File: src/hw/rtl/htw_pkg.sv
// Package for the hierarchical timer wheel: command and result codes, widths, defaults.
// Used by the top level, the command queue and the engine; depends on nothing.
package htw_pkg;

    localparam int DEF_NUM_SLOTS  = 32;
    localparam int DEF_LEVEL_BITS = 8;
    localparam int DEF_NUM_LEVELS = 4;

    localparam int CMD_W   = 2;
    localparam int SLOT_W  = 5;
    localparam int DELAY_W = 32;
    localparam int SEQ_W   = 16;
    localparam int CNT_W   = 6;

    typedef enum logic [CMD_W-1:0] {
        CMD_SCHEDULE   = 2'd0,
        CMD_CANCEL     = 2'd1,
        CMD_TICK       = 2'd2,
        CMD_CANCEL_ALL = 2'd3
    } t_cmd;

    typedef enum logic [1:0] {
        KIND_ACK     = 2'd0,
        KIND_EXPIRED = 2'd1,
        KIND_CANCEL  = 2'd2,
        KIND_DONE    = 2'd3
    } t_kind;

    // One queued command between the front and the back part.
    typedef struct packed {
        t_cmd               cmd;
        logic [SLOT_W-1:0]  slot;
        logic [DELAY_W-1:0] delay;
    } t_cmd_item;

    // One result item.
    typedef struct packed {
        t_kind              kind;
        logic [SLOT_W-1:0]  slot;
        logic [SEQ_W-1:0]   seq;
        logic               was_cancelled;
        logic [CNT_W-1:0]   active_count;
        logic               last;
    } t_result;

endpackage

File: src/hw/rtl/hierarchical_timer_wheel_unit.sv
// Top level of the hierarchical timer wheel: intake queue plus wheel engine.
// Depends on htw_pkg, htw_cmd_fifo and htw_engine.
//
// Usage: commands arrive on the s_axis channel (tdata holds cmd, slot,
// delay_ticks from the lowest bit up). Results leave on m_axis, one transfer
// per result; tlast marks the final result of a command.
// Flow: with an idle engine, a schedule or cancel passes through the queue,
// the engine's command register and the result register. A tick walks the
// slot table once per cascaded level (at least one level), then once more to
// emit; cancel-all walks it once to emit. The engine walks the slot table one
// slot a cycle, and while emitting only when the output is not stalled. A
// two-entry queue takes commands meanwhile.
// Reset clears every slot, the tick counter and the armed total at once.
// When the receiver stalls, the engine holds its result register and waits;
// the queue then fills and s_axis_tready falls.
module hierarchical_timer_wheel_unit #(
    parameter int NUM_SLOTS  = htw_pkg::DEF_NUM_SLOTS,
    parameter int LEVEL_BITS = htw_pkg::DEF_LEVEL_BITS,
    parameter int NUM_LEVELS = htw_pkg::DEF_NUM_LEVELS
) (
    input  logic        i_clk,
    input  logic        i_rst_n,
    input  logic        s_axis_tvalid,
    output logic        s_axis_tready,
    input  logic [39:0] s_axis_tdata,  // cmd[1:0], slot[6:2], delay_ticks[38:7], pad
    output logic        m_axis_tvalid,
    input  logic        m_axis_tready,
    output logic [31:0] m_axis_tdata,  // kind[1:0], timer_slot[6:2], sequence_id[22:7],
                                       // was_cancelled[23], active_count[29:24], pad
    output logic        m_axis_tlast
);
    import htw_pkg::*;

    t_cmd_item w_in, w_q;
    logic      w_q_valid, w_q_ready;
    t_result   w_res;

    assign w_in.cmd   = t_cmd'(s_axis_tdata[1:0]);
    assign w_in.slot  = s_axis_tdata[6:2];
    assign w_in.delay = s_axis_tdata[38:7];

    htw_cmd_fifo u_fifo (
        .i_clk, .i_rst_n,
        .i_wr_valid(s_axis_tvalid), .o_wr_ready(s_axis_tready), .i_wr_item(w_in),
        .o_rd_valid(w_q_valid), .i_rd_ready(w_q_ready), .o_rd_item(w_q)
    );

    htw_engine #(
        .NUM_SLOTS(NUM_SLOTS), .LEVEL_BITS(LEVEL_BITS), .NUM_LEVELS(NUM_LEVELS)
    ) u_eng (
        .i_clk, .i_rst_n,
        .i_cmd_valid(w_q_valid), .o_cmd_ready(w_q_ready), .i_cmd_item(w_q),
        .o_res_valid(m_axis_tvalid), .i_res_ready(m_axis_tready), .o_res(w_res)
    );

    // Result packing.
    assign m_axis_tdata = {2'b00, w_res.active_count, w_res.was_cancelled, w_res.seq,
                           w_res.slot, w_res.kind};
    assign m_axis_tlast = w_res.last;
endmodule

File: src/hw/rtl/htw_cmd_fifo.sv
// Command queue between the intake side and the wheel engine.
// Depends on htw_pkg for the command item type.
module htw_cmd_fifo (
    input  logic               i_clk,
    input  logic               i_rst_n,
    input  logic               i_wr_valid,
    output logic               o_wr_ready,
    input  htw_pkg::t_cmd_item i_wr_item,
    output logic               o_rd_valid,
    input  logic               i_rd_ready,
    output htw_pkg::t_cmd_item o_rd_item
);
    import htw_pkg::*;

    t_cmd_item   r_mem [2];
    logic        r_wp, r_rp;
    logic [1:0]  r_cnt;
    logic        w_wr, w_rd;

    assign o_wr_ready = (r_cnt != 2'd2);
    assign o_rd_valid = (r_cnt != 2'd0);
    assign o_rd_item  = r_mem[r_rp];
    assign w_wr = i_wr_valid && o_wr_ready;
    assign w_rd = o_rd_valid && i_rd_ready;

    // Two-entry queue storage.
    always_ff @(posedge i_clk) begin
        if (w_wr) begin
            r_mem[r_wp] <= i_wr_item;
        end
    end

    // Pointers and fill count.
    always_ff @(posedge i_clk) begin
        if (!i_rst_n) begin
            r_wp  <= 1'b0;
            r_rp  <= 1'b0;
            r_cnt <= 2'd0;
        end else begin
            if (w_wr) r_wp <= ~r_wp;
            if (w_rd) r_rp <= ~r_rp;
            r_cnt <= r_cnt + {1'b0, w_wr} - {1'b0, w_rd};
        end
    end
endmodule

File: src/hw/rtl/htw_engine.sv
// Wheel engine: slot table, tick counter, and the sequencer that carries out commands.
// Depends on htw_pkg; fed by htw_cmd_fifo, drives a one-entry output register.
module htw_engine #(
    parameter int NUM_SLOTS  = htw_pkg::DEF_NUM_SLOTS,
    parameter int LEVEL_BITS = htw_pkg::DEF_LEVEL_BITS,
    parameter int NUM_LEVELS = htw_pkg::DEF_NUM_LEVELS
) (
    input  logic               i_clk,
    input  logic               i_rst_n,
    input  logic               i_cmd_valid,
    output logic               o_cmd_ready,
    input  htw_pkg::t_cmd_item i_cmd_item,
    output logic               o_res_valid,
    input  logic               i_res_ready,
    output htw_pkg::t_result   o_res
);
    import htw_pkg::*;

    localparam int IDX_W  = $clog2(NUM_SLOTS);
    localparam int LVL_W  = (NUM_LEVELS > 1) ? $clog2(NUM_LEVELS) : 1;
    localparam int SPAN   = LEVEL_BITS * NUM_LEVELS;
    localparam logic [DELAY_W-1:0] MAX_DELAY =
        (SPAN < DELAY_W) ? DELAY_W'((64'd1 << SPAN) - 64'd1) : {DELAY_W{1'b1}};

    typedef enum logic [5:0] {
        ST_IDLE  = 6'b000001,
        ST_PLACE = 6'b000010,
        ST_MARK  = 6'b000100,
        ST_SCAN  = 6'b001000,
        ST_EMIT  = 6'b010000,
        ST_DONE  = 6'b100000
    } t_state;

    // Slot table.
    logic                  r_armed  [NUM_SLOTS];
    logic [LVL_W-1:0]      r_level  [NUM_SLOTS];
    logic [LEVEL_BITS-1:0] r_bucket [NUM_SLOTS];
    logic [DELAY_W-1:0]    r_expiry [NUM_SLOTS];
    logic [SEQ_W-1:0]      r_seq    [NUM_SLOTS];
    logic [NUM_SLOTS-1:0]  r_fire;

    logic [DELAY_W-1:0] r_now;
    logic [CNT_W-1:0]   r_total;
    t_state             r_state;
    t_cmd_item          r_cmd;
    logic [IDX_W-1:0]   r_idx;
    logic [LVL_W-1:0]   r_lvl;
    logic               r_ovalid;
    t_result            r_out;

    logic w_slot_ok, w_out_free, w_load;
    logic [IDX_W-1:0] w_s;
    logic [DELAY_W-1:0] w_delay;
    assign w_slot_ok = ({1'b0, r_cmd.slot} < (SLOT_W+1)'(NUM_SLOTS));
    assign w_s       = IDX_W'(r_cmd.slot);
    assign w_out_free = !r_ovalid || i_res_ready;
    assign o_res_valid = r_ovalid;
    assign o_res       = r_out;
    assign o_cmd_ready = (r_state == ST_IDLE);

    // Clamped delay for schedule.
    always_comb begin
        w_delay = (i_cmd_item.delay == '0) ? DELAY_W'(1) : i_cmd_item.delay;
        if (w_delay > MAX_DELAY) w_delay = MAX_DELAY;
    end

    // Placement of a slot from its expiry relative to the current tick.
    function automatic logic [LVL_W+LEVEL_BITS-1:0] place_f(
        input logic [DELAY_W-1:0] exp, input logic [DELAY_W-1:0] now);
        logic [DELAY_W-1:0] diff;
        logic [DELAY_W-1:0] t;
        logic [LVL_W-1:0]   lv;
        diff = exp - now;
        t    = exp;
        lv   = '0;
        for (int k = 0; k < NUM_LEVELS - 1; k++) begin
            if ((diff >> LEVEL_BITS) != '0) begin
                diff = diff >> LEVEL_BITS;
                t    = t >> LEVEL_BITS;
                lv   = lv + 1'b1;
            end
        end
        return {lv, t[LEVEL_BITS-1:0]};
    endfunction

    // Bucket of the current tick at the level being cascaded, and the new placement of the slot under scan.
    logic [DELAY_W-1:0]    w_shift;
    logic [LEVEL_BITS-1:0] w_bk;
    logic [IDX_W-1:0]      w_i;
    logic [LVL_W+LEVEL_BITS-1:0] w_pl;
    always_comb begin
        w_shift = r_now >> (LEVEL_BITS * int'(r_lvl));
        w_bk    = w_shift[LEVEL_BITS-1:0];
        w_i     = r_idx;
        w_pl    = place_f(r_expiry[w_i], r_now);
    end

    // A result enters the output register in this cycle.
    always_comb begin
        w_load = 1'b0;
        if (w_out_free) begin
            unique case (r_state)
                ST_PLACE, ST_DONE: w_load = 1'b1;
                ST_EMIT: w_load = (r_cmd.cmd == CMD_TICK) ? r_fire[w_i] : r_armed[w_i];
                default: w_load = 1'b0;
            endcase
        end
    end

    // Output register valid flag.
    always_ff @(posedge i_clk) begin
        if (!i_rst_n) begin
            r_ovalid <= 1'b0;
        end else if (w_load) begin
            r_ovalid <= 1'b1;
        end else if (i_res_ready) begin
            r_ovalid <= 1'b0;
        end
    end

    // Command sequencer.
    always_ff @(posedge i_clk) begin
        if (!i_rst_n) begin
            r_state  <= ST_IDLE;
            r_now    <= '0;
            r_total  <= '0;
            r_fire   <= '0;
            r_idx    <= '0;
            r_lvl    <= '0;
            for (int k = 0; k < NUM_SLOTS; k++) begin
                r_armed[k]  <= 1'b0;
                r_level[k]  <= '0;
                r_bucket[k] <= '0;
                r_expiry[k] <= '0;
                r_seq[k]    <= '0;
            end
        end else begin
            unique case (r_state)
                ST_IDLE: begin
                    if (i_cmd_valid) begin
                        r_cmd  <= '{cmd: i_cmd_item.cmd, slot: i_cmd_item.slot,
                                    delay: w_delay};
                        r_idx  <= '0;
                        r_fire <= '0;
                        if (i_cmd_item.cmd == CMD_TICK) begin
                            r_now   <= r_now + 1'b1;
                            r_lvl   <= '0;
                            r_state <= ST_MARK;
                        end else if (i_cmd_item.cmd == CMD_CANCEL_ALL) begin
                            r_state <= ST_EMIT;
                        end else begin
                            r_state <= ST_PLACE;
                        end
                    end
                end
                // Schedule or cancel: at most one table update and one result.
                ST_PLACE: begin
                    if (w_out_free) begin
                        r_out.last <= 1'b1;
                        r_state <= ST_IDLE;
                        if (!w_slot_ok) begin
                            r_out.kind <= (r_cmd.cmd == CMD_SCHEDULE) ? KIND_DONE : KIND_CANCEL;
                            r_out.slot <= (r_cmd.cmd == CMD_SCHEDULE) ? '0 : r_cmd.slot;
                            r_out.seq  <= '0;
                            r_out.was_cancelled <= 1'b0;
                            r_out.active_count <= r_total;
                        end else if (r_cmd.cmd == CMD_SCHEDULE) begin
                            r_expiry[w_s] <= r_now + r_cmd.delay;
                            {r_level[w_s], r_bucket[w_s]} <=
                                place_f(r_now + r_cmd.delay, r_now);
                            r_armed[w_s] <= 1'b1;
                            r_seq[w_s]   <= r_seq[w_s] + 1'b1;
                            r_total <= r_armed[w_s] ? r_total : r_total + 1'b1;
                            r_out.kind <= KIND_ACK;
                            r_out.slot <= r_cmd.slot;
                            r_out.seq  <= r_seq[w_s] + 1'b1;
                            r_out.was_cancelled <= 1'b0;
                            r_out.active_count <= r_armed[w_s] ? r_total : r_total + 1'b1;
                        end else begin
                            r_armed[w_s]  <= 1'b0;
                            r_level[w_s]  <= '0;
                            r_bucket[w_s] <= '0;
                            r_total <= r_armed[w_s] ? r_total - 1'b1 : r_total;
                            r_out.kind <= KIND_CANCEL;
                            r_out.slot <= r_cmd.slot;
                            r_out.seq  <= r_seq[w_s];
                            r_out.was_cancelled <= r_armed[w_s];
                            r_out.active_count <= r_armed[w_s] ? r_total - 1'b1 : r_total;
                        end
                    end
                end
                // Level 0 marks, then cascading levels, one slot per cycle.
                ST_MARK: begin
                    if (r_armed[w_i] && !r_fire[w_i] && r_level[w_i] == r_lvl &&
                        r_bucket[w_i] == w_bk) begin
                        if (r_lvl == '0 || r_expiry[w_i] == r_now) begin
                            r_fire[w_i] <= 1'b1;
                        end else begin
                            {r_level[w_i], r_bucket[w_i]} <= w_pl;
                        end
                    end
                    if (r_idx == IDX_W'(NUM_SLOTS - 1)) begin
                        r_idx <= '0;
                        if ((r_lvl == '0 ? w_bk == '0 : w_bk == '0) &&
                            int'(r_lvl) < NUM_LEVELS - 1 &&
                            (r_lvl == '0 || w_bk == '0)) begin
                            r_lvl <= r_lvl + 1'b1;
                        end else begin
                            r_state <= ST_SCAN;
                        end
                    end else begin
                        r_idx <= r_idx + 1'b1;
                    end
                end
                // Count the survivors so every result carries the final total.
                ST_SCAN: begin
                    for (int k = 0; k < NUM_SLOTS; k++) begin
                        if (r_fire[k]) r_armed[k] <= 1'b0;
                    end
                    r_total <= r_total - CNT_W'($countones(r_fire));
                    r_state <= ST_EMIT;
                end
                // Emit one notice per fired (tick) or armed (cancel all) slot.
                ST_EMIT: begin
                    if (w_out_free) begin
                        if (r_cmd.cmd == CMD_TICK) begin
                            if (r_fire[w_i]) begin
                                r_level[w_i]  <= '0;
                                r_bucket[w_i] <= '0;
                                r_out <= '{KIND_EXPIRED, SLOT_W'(w_i), r_seq[w_i], 1'b0,
                                           r_total, 1'b0};
                            end
                        end else begin
                            r_level[w_i]  <= '0;
                            r_bucket[w_i] <= '0;
                            r_armed[w_i]  <= 1'b0;
                            if (r_armed[w_i]) begin
                                r_out <= '{KIND_CANCEL, SLOT_W'(w_i), r_seq[w_i], 1'b1,
                                           '0, 1'b0};
                            end
                        end
                        if (r_idx == IDX_W'(NUM_SLOTS - 1)) begin
                            r_state <= ST_DONE;
                        end else begin
                            r_idx <= r_idx + 1'b1;
                        end
                    end
                end
                ST_DONE: begin
                    if (w_out_free) begin
                        if (r_cmd.cmd == CMD_CANCEL_ALL) r_total <= '0;
                        r_out <= '{KIND_DONE, '0, '0, 1'b0,
                                   (r_cmd.cmd == CMD_CANCEL_ALL) ? '0 : r_total, 1'b1};
                        r_state <= ST_IDLE;
                    end
                end
                default: r_state <= ST_IDLE;
            endcase
        end
    end
endmodule

File: config.mk
export PLATFORM = sky130hd
export DESIGN_NAME = hierarchical_timer_wheel_unit
export DESIGN_NICKNAME = d
export VERILOG_FILES = /design/src/hw/rtl/htw_pkg.sv /design/src/hw/rtl/hierarchical_timer_wheel_unit.sv /design/src/hw/rtl/htw_cmd_fifo.sv /design/src/hw/rtl/htw_engine.sv
export SDC_FILE = /design/constraint.sdc
export NUM_CORES = 2
export LEC_CHECK = 0
export ABC_AREA = 0
export BUFFER_PORTS_ARGS = -buffer_cell sky130_fd_sc_hd__buf_2
export CAP_MARGIN = 0
export CORE_ASPECT_RATIO = 2
export CORE_MARGIN = 1.5
export CORE_UTILIZATION = 50
export DETAILED_ROUTE_END_ITERATION = 7
export HOLD_SLACK_MARGIN = 0.03
export PLACE_DENSITY = 0.65
export RECOVER_POWER = 25
export REMOVE_ABC_BUFFERS = 1
export SYNTH_ARGS = -nofsm -noshare
export SYNTH_HDL_FRONTEND = slang
export SYNTH_SLANG_ARGS = --single-unit
File: constraint.sdc
create_clock -name i_clk -period 10.3 [get_ports i_clk]
set_clock_uncertainty 0.15 [all_clocks]
set_input_delay 2.06 -clock i_clk [delete_from_list [all_inputs] [get_ports i_clk]]
set_output_delay 2.06 -clock i_clk [all_outputs]
set_load 0.005 [all_outputs]
# --- Word-level counts from Yosys, hierarchy flattened ---
# Memories as Yosys holds them, arrays and structs flattened. A register that Yosys moved wholly into a read port is not among the register bits.
# Index checks and enable logic that the tools add are counted.
totals:
  regBits: 478
  ramBits: 1646
  output_inout_bits: 35
  memories: 4
mem_list:
  columns: ["memory", "depth", "word_bits", "read_ports", "rd_clocked_by_memory_dff", "wr", "line", "rtl"]
  rows:
  - ["u_eng.r_expiry", 32, 32, 1, 1, 32, "htw_engine.sv:38", "logic [DELAY_W-1:0] r_expiry [NUM_SLOTS];"]
  - ["u_eng.r_seq", 32, 16, 2, 2, 32, "htw_engine.sv:39", "logic [SEQ_W-1:0] r_seq [NUM_SLOTS];"]
  - ["u_fifo.r_mem", 2, 39, 1, 1, 1, "htw_cmd_fifo.sv:15", "t_cmd_item r_mem [2];"]
  - ["u_eng.r_armed", 32, 1, 2, 2, 32, "htw_engine.sv:35", "logic r_armed [NUM_SLOTS];"]
op_classes:
  add_sub_neg: 47
  order_cmp: 8
  n_eq_ne: 31
  shifts: 1
  mux: 323
  bitwise_logic: 46
  reduce_logical: 46
op_table:
  columns: ["operator", "n"]
  rows:
  - ["2-to-1 mux 256 bit", 7]
  - ["case mux 256 bit (3 select lines)", 1]
  - ["2-to-1 mux 32 bit", 17]
  - ["bitwise AND 256 bit", 2]
  - ["bitwise mux 256 bit", 2]
  - ["inverter 256 bit", 2]
  - ["2-to-1 mux 64 bit", 7]
  - ["2-to-1 mux 1 bit", 195]
  - ["case mux 64 bit (3 select lines)", 1]
  - ["nonzero test 32 bit", 6]
  - ["2-to-1 mux 31 bit", 6]
  - ["bitwise AND 64 bit", 2]
  - ["bitwise mux 64 bit", 2]
  - ["inverter 64 bit", 2]
  - ["case mux 31 bit (3 select lines)", 1]
  - ["adder 6 bit", 15]
  - ["2-to-1 mux 5 bit", 17]
  - ["demux 8 bit (select 5 bit)", 2]
  - ["2-to-1 mux 8 bit", 10]
  - ["2-to-1 mux 6 bit", 13]
  - ["case mux 32 bit (2 select lines)", 1]
  - ["subtractor 32 bit", 2]
  - ["2-to-1 mux 16 bit", 3]
  - ["2-to-1 mux 2 bit", 24]
  - ["other kinds (66)", 162]

# --- Longest topological paths before layout ---
logic_depth:
  ltp_word: 24
  depth_mapped: 37
  depth_no_buf: 29

# --- Modules after synthesis ---
# From an unflattened synthesis, not the netlist that was laid out.
hier_totals:
  cells_unflattened: 9126
  hier_area_um2: 110631.1
by_module_without_submodules:
  columns: ["module", "n_inst", "cells_each", "area_per_inst_um2", "seq_area_each_um2"]
  rows:
  - ["htw_engine", 1, 8978, 107518.1, 57305.0]
  - ["htw_cmd_fifo", 1, 145, 3094.2, 2442.3]
  - ["hierarchical_timer_wheel_unit", 1, 3, 18.8, 0.0]

# --- Worst setup path before layout ---
# No wires, ideal clock.
synth_path:
  path_kind: "register to register"
  startpoint: "reg with a tool-made name"
  endpoint: "reg u_eng.r_level[15] (netlist name)"
  t_arrival_ns: 7.792
  t_required_ns: 10.013
  setup_slack_ns: 2.221
  path_stages_with_launch: 35
  path_buffers: 13
  period_less_slack_ns: 8.079
  cell_sequence: "dfxtp_1 -> buf_2 -> buf_2 -> buf_4 -> buf_4 -> buf_2 -> buf_4 -> buf_2 -> mux4_2 -> mux4_2 -> nand2_1 -> nand2_1 -> ha_1 -> clkbuf_1 -> a21oi_1 -> o21ai_0 -> a311o_1 -> or3_1 -> a222oi_1 -> o211ai_2 -> nor2_2 -> buf_2 -> buf_2 -> buf_2 -> nand3_1 -> inv_1 -> nand3_1 -> inv_1 -> ha_1 -> clkbuf_1 -> clkbuf_1 -> nor4_1 -> a2111oi_0 -> a2bb2oi_1 -> o31ai_1"
synth_lines:
  columns: ["item", "line", "rtl"]
  rows:
  - ["end signal, assigned by index", "htw_engine.sv:169", "{r_level[w_s], r_bucket[w_s]} <="]
  - ["end signal, assigned by index", "htw_engine.sv:199", "{r_level[w_i], r_bucket[w_i]} <= w_pl;"]
  - ["end, declared", "htw_engine.sv:36", "logic [LVL_W-1:0] r_level [NUM_SLOTS];"]

==> impl_summary.log <==
[metrics] data arrival at the endpoint of the critical path: 10.44 ns
[metrics] Worst Setup Slack, final: 0.206 ns
[metrics] clock latency of the later-clocked register in the worst-skew pair: 0.93 ns
[metrics] Detailed Routing Iterations Pass 1: 8
[metrics] root buf cell: sky130_fd_sc_hd__clkbuf_16
[metrics] setup slack at placement: 1.30 ns
[metrics] standard-cell row count: 247
[metrics] run status: complete, but fails checks
[metrics] number of antenna violations at the first check in global routing: 39
[metrics] Worst Tran Pin Value: 4.68 ns
[metrics] Relative slew margins: -212%
[metrics] Tightest Hold Check Type: reg2reg
[metrics] internal cell power: 16.9 mW
[metrics] Fin Setup TNS: 0 ns
[metrics] area used by multi-input combinational logic: 0.0506 sq mm
[metrics] CTS tree: done
[metrics] final-report max-slew violation count: 1558
[metrics] weighted congestion reported at the end of routability-driven placement: 1.09
[metrics] launching element type of the critical path: input port
[metrics] overall routing resource usage: 44.7%
[metrics] violations in the final reports: DRC, capacitance limit, slew limit
[metrics] reg-to-reg critical path endpoint: u_eng.r_level[7]
[metrics] final routed wire length divided by cell count: 40.0 microns
[metrics] number of placed I/O pins: 79
[metrics] power density normalized to cell area: 214 mW/mm^2
[metrics] share of layout cells above drive strength 1: 15.9%
[metrics] count of routing violations after the opening detailed-route iteration: 13900
[metrics] layout-stage area growth over the synthesis result: 9.35%
[metrics] TritonCTS buffer count: 198
[metrics] number of non-filler instances in the completed layout: 12800
[metrics] clock share of power: 28.9%
[metrics] clock slew at reported path FFs: 0.06 ns
[metrics] final worst path period need: 10.09 ns
[metrics] via count: 93800
[metrics] top library cells by usage in the layout, fill and taps aside: sky130_fd_sc_hd__nor2_1, sky130_fd_sc_hd__edfxtp_1, sky130_fd_sc_hd__nand2_1
[metrics] Combinational Power Share: 33.2%
[metrics] initial core utilization: 50.3%
[metrics] cell count after synthesis: 9890
[metrics] Worst Hold Path EP: u_eng.r_bucket[241]
[metrics] via count normalized by instance count: 7.30
[metrics] leading register cell type out of synthesis: sky130_fd_sc_hd__edfxtp_1
[metrics] startpoint of the most critical hold path: u_eng.r_bucket[241]
[metrics] htree depth: 4
[metrics] routed wire length: 514000 microns
[metrics] number of synthesized flops with an enable pin: 1699
[metrics] final critical-path share of the clock period: 98.0%
[metrics] Inst Count DP: 12500
[metrics] maximum operating frequency: 0.0991 GHz
[metrics] max-cap viol count: 61
[metrics] count of buffers inserted at the top-level ports: 75
[metrics] wire length of the first global-routing pass: 716000 microns
[metrics] Detail Route Antenna Nets: 0
[metrics] setup repair after global routing missed its margin: no
[metrics] number of remaining DRC errors: 8
[metrics] total half-perimeter wirelength after legalization and detailed placement: 330000 microns
[metrics] number of inserted filler cells in the final layout: 19200
[metrics] register-to-register setup slack: 0.74 ns
[metrics] overall power: 26.6 mW
[metrics] Distinct cells, synth: 99
[metrics] worst hold slack across all endpoints: 0.322 ns
[metrics] post-synthesis cell area: 0.114 sq mm
[metrics] vias in the first global route: 93000
[metrics] synthesis warning total: 0
[metrics] Die Footprint: 0.231 sq mm
[metrics] Longest Clk Path Bufs: 4
[metrics] core area: 0.226 sq mm
[metrics] hold buffer count at CTS: 0
[metrics] number of cells upsized or downsized after cts: 0
[metrics] CP Capture Type: flop
[metrics] largest net degree at the start of global routing: 102
[metrics] maximum fanout count along the critical path: 29
[metrics] part of the power in registers: 37.9%
[metrics] TritonCTS Sinks: 2135
[metrics] portion of the post-synthesis area used by sequential elements: 52.5%
[metrics] GRT overflow: 0
[metrics] number of setup buffers added after CTS: 0
[metrics] height of the chip: 677 microns
[metrics] switching part of the total power: 36.4%
[metrics] area of all sequential standard cells: 0.0598 sq mm
[metrics] #FFs+latches synth: 2135
[metrics] post-synthesis area per instance: 11.5 sq um
[metrics] Req. time, crit path: 10.65 ns
[metrics] proportion of register bits with asynchronous set or reset after synthesis: 0%
[metrics] Register-to-Register Path Depth: 25
[metrics] kind of critical path: in2reg
[metrics] Die Wd: 340 microns
[metrics] leakage power: 43.7 nW
[metrics] Final setup viols: 0
[metrics] maximum resistive drop on vdd: 0.185 mV
[metrics] most common library cell in the layout ignoring fill and taps: sky130_fd_sc_hd__nor2_1
[metrics] instance count along the most critical hold path: 2
[metrics] switching power total: 9.68 mW
[metrics] Total Nets Final: 9893
[metrics] Hold Fails Final Rpt: 0
worst max-delay path: stages:
cell                       delay, ns
sky130_fd_sc_hd__clkbuf_1       1.21
sky130_fd_sc_hd__nand2_1        0.49
sky130_fd_sc_hd__nor2_4         0.19
sky130_fd_sc_hd__clkbuf_1       1.07
sky130_fd_sc_hd__nand2_1        1.87
sky130_fd_sc_hd__nand2_1        2.72
sky130_fd_sc_hd__buf_4          0.70
kinds of logic after synthesis:
logic type | share of synthesized area (%)
DFF | 52.5
buffers and inverters | 3.68
and+or+nand+nor | 13.0
other | 0.00330
xor gates and xnor gates | 1.06
muxes | 15.9
adders and majority gates | 2.15
AOI/OAI and AO/OA | 11.7
routing by layer:
metal  vias to the layer above  part of all wire, %  global-route usage [%]
met3                      3019                   11                    14.1
met2                      7778                   47                    70.8
met1                     46300                   29                    45.1
met5                         -                0.023                  0.0210
li1                      36700                    -                       -
met4                        16                   13                    45.9
power by group through the flow:
stage | Sequential (mW) | Clock [mW] | Combinational (mW)
after global routing | 10.1 | 7.97 | 9.17
after floorplan | 10.5 | 0 | 5.53
after CTS | 10.1 | 7.68 | 8.53
after detailed placement | 10.2 | 0 | 8.49
final | 10.1 | 7.68 | 8.81
after global placement | 10.2 | 0 | 8.41
worst max-delay path by stage:
stage	from	end	slack [ns]	depth (start not counted)
6_report	i_rst_n	u_eng.r_expiry[18][15]	0.21	7
5_1_grt	i_rst_n	u_eng.r_expiry[18][16]	0.43	7
4_1_cts	u_eng.r_now[0]	u_eng.r_level[42]	1.27	29
3_5_place_dp	flop	u_eng.r_level[15]	1.30	24
3_3_place_gp	flop	u_eng.r_level[15]	1.37	24
2_1_floorplan	u_eng.r_state[5]	u_eng.r_bucket[18]	-19.21	6
cell type report:
type | count | area share, %
Sequential cell | 2135 | 48.1
Clock buffer | 239 | 4.22
Clock inverter | 115 | 0.972
Multi-Input combinational cell | 6736 | 40.7
Timing Repair Buffer | 420 | 2.46
Tap cell | 2988 | 3.01
Inverter | 183 | 0.553
Antenna cell | 31 | 0.0624
cell usage after synthesis (all sizes together), types with 34 or more instances:
library cell / count / area, sq um
nor2: 2017 / 7580
edfxtp: 1699 / 51000
nand2: 870 / 3270
mux4: 719 / 16200
clkbuf: 591 / 2220
o21ai: 481 / 2410
a21oi: 470 / 2410
dfxtp: 436 / 8730
buf: 246 / 1280
inv: 181 / 679
nand3: 177 / 891
ha: 141 / 1760
mux2i: 135 / 1360
a22oi: 127 / 953
a221oi: 105 / 926
xnor2: 93 / 815
o211ai: 92 / 696
o31ai: 78 / 604
nor3: 69 / 345
a21o: 61 / 458
o221ai: 60 / 526
and2: 55 / 344
a31oi: 54 / 344
and3: 53 / 332
nand4: 51 / 319
a21boi: 50 / 473
mux2: 49 / 552
nor4: 48 / 307
a22o: 44 / 385
xor2: 44 / 385
nor2b: 40 / 250
o21a: 39 / 293
nand2b: 38 / 238
o2111ai: 38 / 345
a32oi: 36 / 315
fa: 34 / 681
registers in the layout, summed over array words and instances, names as in the netlist, 6 cells and up, named ones only:
register,count
u_eng.r_level,64
u_eng.r_armed,32
u_eng.r_state,6
u_eng.r_cmd,34
u_eng.r_total,6
u_eng.r_fire,32
u_eng.r_bucket,256
u_eng.o_res,31
u_eng.r_seq,512
u_eng.r_now,32
u_fifo.r_mem,78
u_eng.r_expiry,1024
metrics by stage:
step                cell area, sq um  utilization, %
finish                        124000            55.0
global route                  124000            55.0
CTS                           125000            55.2
detailed placement            118000            52.3
floorplan                     110000               -
global placement              118000            52.3
Power figures use the tool's default switching activity.
